### src/rtl/bstio_ram.sv
// Generic single-write, single-read synchronous RAM with registered read data.
module bstio_ram #(
  parameter int WIDTH = 8,
  parameter int DEPTH = 16
) (
  input  logic                             clk,
  input  logic                             wr_en,
  input  logic [$clog2(DEPTH)-1:0]         wr_addr,
  input  logic [WIDTH-1:0]                 wr_data,
  input  logic [$clog2(DEPTH)-1:0]         rd_addr,
  output logic [WIDTH-1:0]                 rd_data
);

  logic [WIDTH-1:0] mem_r [DEPTH];
  logic [WIDTH-1:0] rd_data_r;

  // Write one entry and read one entry through a read data register
  always_ff @(posedge clk) begin
    if (wr_en) begin
      mem_r[wr_addr] <= wr_data;
    end
    rd_data_r <= mem_r[rd_addr];
  end

  assign rd_data = rd_data_r;

endmodule

### config.mk
export PLATFORM = sky130hd
export DESIGN_NAME = bstio_ram
export DESIGN_NICKNAME = d
export VERILOG_FILES = /design/src/rtl/bstio_ram.sv
export SDC_FILE = /design/constraint.sdc
export NUM_CORES = 1
export LEC_CHECK = 0
export ABC_AREA = 1
export BUFFER_PORTS_ARGS = -buffer_cell sky130_fd_sc_hd__clkbuf_2
export CORE_UTILIZATION = 55
export DETAILED_ROUTE_END_ITERATION = 8
export GPL_TIMING_DRIVEN = 0
export HOLD_SLACK_MARGIN = 0.02
export PLACE_DENSITY = 0.72
export RECOVER_POWER = 100
export SLEW_MARGIN = 20
export SYNTH_ARGS = -nofsm -noshare
export SYNTH_HDL_FRONTEND = slang
export SYNTH_SLANG_ARGS = --single-unit
### constraint.sdc
create_clock -name clk -period 1.2 [get_ports clk]
set_input_delay 0.06 -clock clk [delete_from_list [all_inputs] [get_ports clk]]
set_output_delay 0.06 -clock clk [all_outputs]
set_load 0.05 [all_outputs]
==> out/results.tsv <==
stage	metric	value	unit
logic_synthesis	syn_area_per_cell	10.5	µm²
detailed_routing	dr_total_vias	3948	
timing	fmax	0.853	GHz
clock_network	path_clk_slew	0.06	ns
timing	fin_setup_tns	0	ns
finish	post-route-util	65.9	%
detailed_routing	first_pass_iters	7	
timing	grt_setup_unrepaired	no	
global_route	grt_pass1_vias	3831	
logic_synthesis	yosysMostFrequentCell	nand2_1	
clock_network	cts_tree	yes	
finish	diodes	0	
logic_synthesis	ys_seq_area_share	69.4	%
logic_synthesis	synth_top_cell_by_area	edfxtp_1	
status	status	finished, final reports clean	
clock_network	cts_root_buffer	clkbuf_8	
finish	regArea	4000	µm²
timing	finalSetupViolCount	0	
placed_design	hpwl	8.48	mm
floorplanning	io_pins	26	
floorplanning	die_w	104	µm
logic_synthesis	netlist_instances	551	
logic_synthesis	ys_warn_count	0	
floorplanning	initial_core_util	56.4	%
floorplanning	die_area	10900	µm²
logic_synthesis	synth.top_cells.by_area	edfxtp_1 (67%), nand2_1 (11%), nand3_1 (8.4%)	
detailed_routing	drc	0	
logic_synthesis	synth_edf_count	128	
logic_synthesis	synth_commonest_cells	nand2_1 (173), edfxtp_1 (128), inv_1 (100)	
clock_network	clock_sinks	136	
worst_setup_path	crit_path_cell_trace	clkbuf_2	
worst_setup_path	worst_ep_required_time	1.14	ns
detailed_routing	first_iter_violations	570	
global_route	grt_max_degree	17	
detailed_routing	via_per_inst	5.30	
logic_synthesis	synth_flop_cell	edfxtp_1	
clock_network	clock_path_buffers	2	
worst_setup_path	slowest_stage	dfxtp_1	
finish	area_growth_syn_to_layout	16.9	%
timing	maxSlewViolCount	0	
power	p_per_area	1760	nW/µm²
detailed_routing	routed_wl	13.5	mm
finish	n_fill_cell	785	
floorplanning	fp-row-count	37	
run	maxCapViolCount	0	
timing	period_needed	1.17	ns
floorplanning	die_y	104	µm
global_route	antenna_found_initial	0	
clock_network	clock_latency	0.54	ns
logic_synthesis	ys_types	12	
worst_setup_path	path_delay_family	flip-flops	
timing	worst_pin_slew	0.964	ns
worst_setup_path	critPathArrivalTime	1.11	ns
timing	finalHoldViolCount	0	
finish	nets	614	
logic_synthesis	synthArstFlopShare	0	%
global_route	track_usage	26.4	%
worst_hold_path	hold_path.class	primary input to register	
worst_setup_path	critPathCaptureType	output port	
finish	drive_gt1_share	11.3	%
timing	slew_headroom	35.5	%
placed_design	gp_congestion	0.856	
detailed_routing	wire_per_inst	18.1	µm
clock_network	cts_setup_buffers	0	
logic_synthesis	synth-seq-cells	136	
power	peakVddDrop	1.09	mV
logic_synthesis	synthesis.area	5770	µm²
timing	clock_skew	0.00787	ns
global_route	overflow	0	
clock_network	htreeDepth	4	
global_route	grt_first_pass_wirelength	20.5	mm
finish	multiInputGateArea	1210	µm²
floorplanning	core_area	10200	µm²
logic_synthesis	synth_nets	569	
detailed_routing	antenna_left	0	
power	p_leak	0.00291	µW
clock_network	cts_made_buffers	17	
worst_setup_path	cp_max_fo	1	
worst_setup_path	max_stage_delay	0.31	ns
worst_setup_path	critPathKind	register to output port	
logic_synthesis	synth_top_cell_area_share	66.7	%
placed_design	portBuffers	22	
worst_setup_path	crit_path_start_kind	register	
worst_setup_path	path_buf_inv	1	
timing	post-route-period-util	97.7	%
==> worst paths after layout <==
| path | from | slack (ns) | cells after the start | to |
|---|---|---|---|---|
| max reg2reg | mem_r[8][1] | 0.17 | 6 | rd_data[1] |
| min reg2reg | mem_r[5][0] | 0.70 | 6 | rd_data[0] |
| min | wr_addr[0] | 0.14 | 3 | mem_r[1][6] |
| max | rd_data[6] | 0.03 | 1 | rd_data[6] |
==> final cells by class <==
| class | count | share of cell area, % |
|---|---|---|
| inverter | 102 | 5.74 |
| buffer | 24 | 2.51 |
| timing repair buffer | 26 | 2.04 |
| multi-input combinational | 289 | 18.0 |
| tap | 136 | 2.53 |
| clock inverter | 13 | 3.36 |
| clock buffer | 19 | 6.41 |
| sequential | 136 | 59.4 |
==> cell usage in the layout (no fill, tap or decap) <==
master	Yosys	final
clkbuf_4	0	1
edfxtp_1	128	128
clkbuf_16	0	16
buf_1	1	1
dlygate4sd3_1	0	4
bufinv_16	0	6
clkbuf_1	0	11
clkinv_4	0	1
buf_2	13	13
nor2_1	17	17
buf_6	6	6
clkbuf_2	0	11
nand2_1	173	173
clkbuf_8	0	2
clkinv_2	0	3
nand3_1	97	97
inv_2	2	2
buf_4	4	4
dfxtp_1	8	8
inv_1	100	99
nand3b_1	2	2
clkinvlp_4	0	4
==> metrics by stage <==
| stage | setup slack, ns | std cells | area, µm² | hold slack (ns) | total power (µW) |
|---|---|---|---|---|---|
| after floorplan | 0.189 | 551 | 5770 | 0.159 | 5920 |
| final | 0.0282 | 745 | 6740 | 0.137 | 11900 |
| after CTS | 0.0240 | 745 | 6750 | 0.0265 | 11800 |
| after global placement | -0.327 | 709 | 6050 | 0.501 | 6190 |
| after global routing | 0.000109 | 745 | 6740 | 0.176 | 12100 |
| after detailed placement | -0.358 | 709 | 6050 | 0.496 | 6210 |
==> worst reg2reg max path: stages, from the launching register on <==
cell	delay, ns
edfxtp_1	0.37
inv_1	0.07
nand2_1	0.05
nand3_1	0.08
nand3_1	0.11
nand3_1	0.15
nand2_1	0.07
==> where the power goes <==
part           switching [µW]  internal [µW]
sequential               26.8           5310
combinational             585            208
clock                    1920           3840
total                    2530           9360
==> layer usage <==
layer  track usage (%)  vias to the layer above  routed length, µm
met5                 0                        -                  0
met2              40.4                      240               6340
met3              6.58                       34               1490
li1                  -                     1863                  -
met4              11.9                        0                357
met1              35.6                     1811               5320
==> what timing repair did <==
| item | 4_1_cts | 5_1_grt |
|---|---|---|
| endpoints found under the setup margin | 0 | 5 |
| hold endpoints to repair | 23 | 0 |
| gates resized for setup | 0 | 3 |
| hold buffers | 4 | 0 |
==> cell families (layout without fill, tap and decap cells) <==
group	after synthesis	count (layout)	share of synthesized area [%]
buf+inv	126	184	9.52
flops	136	136	69.4
simple gates	289	289	21.0
==> flip-flops by register name (all words and copies together), names as in the netlist <==
name,cells
mem_r,128
rd_data,8
(Power assumes the default switching activity.)
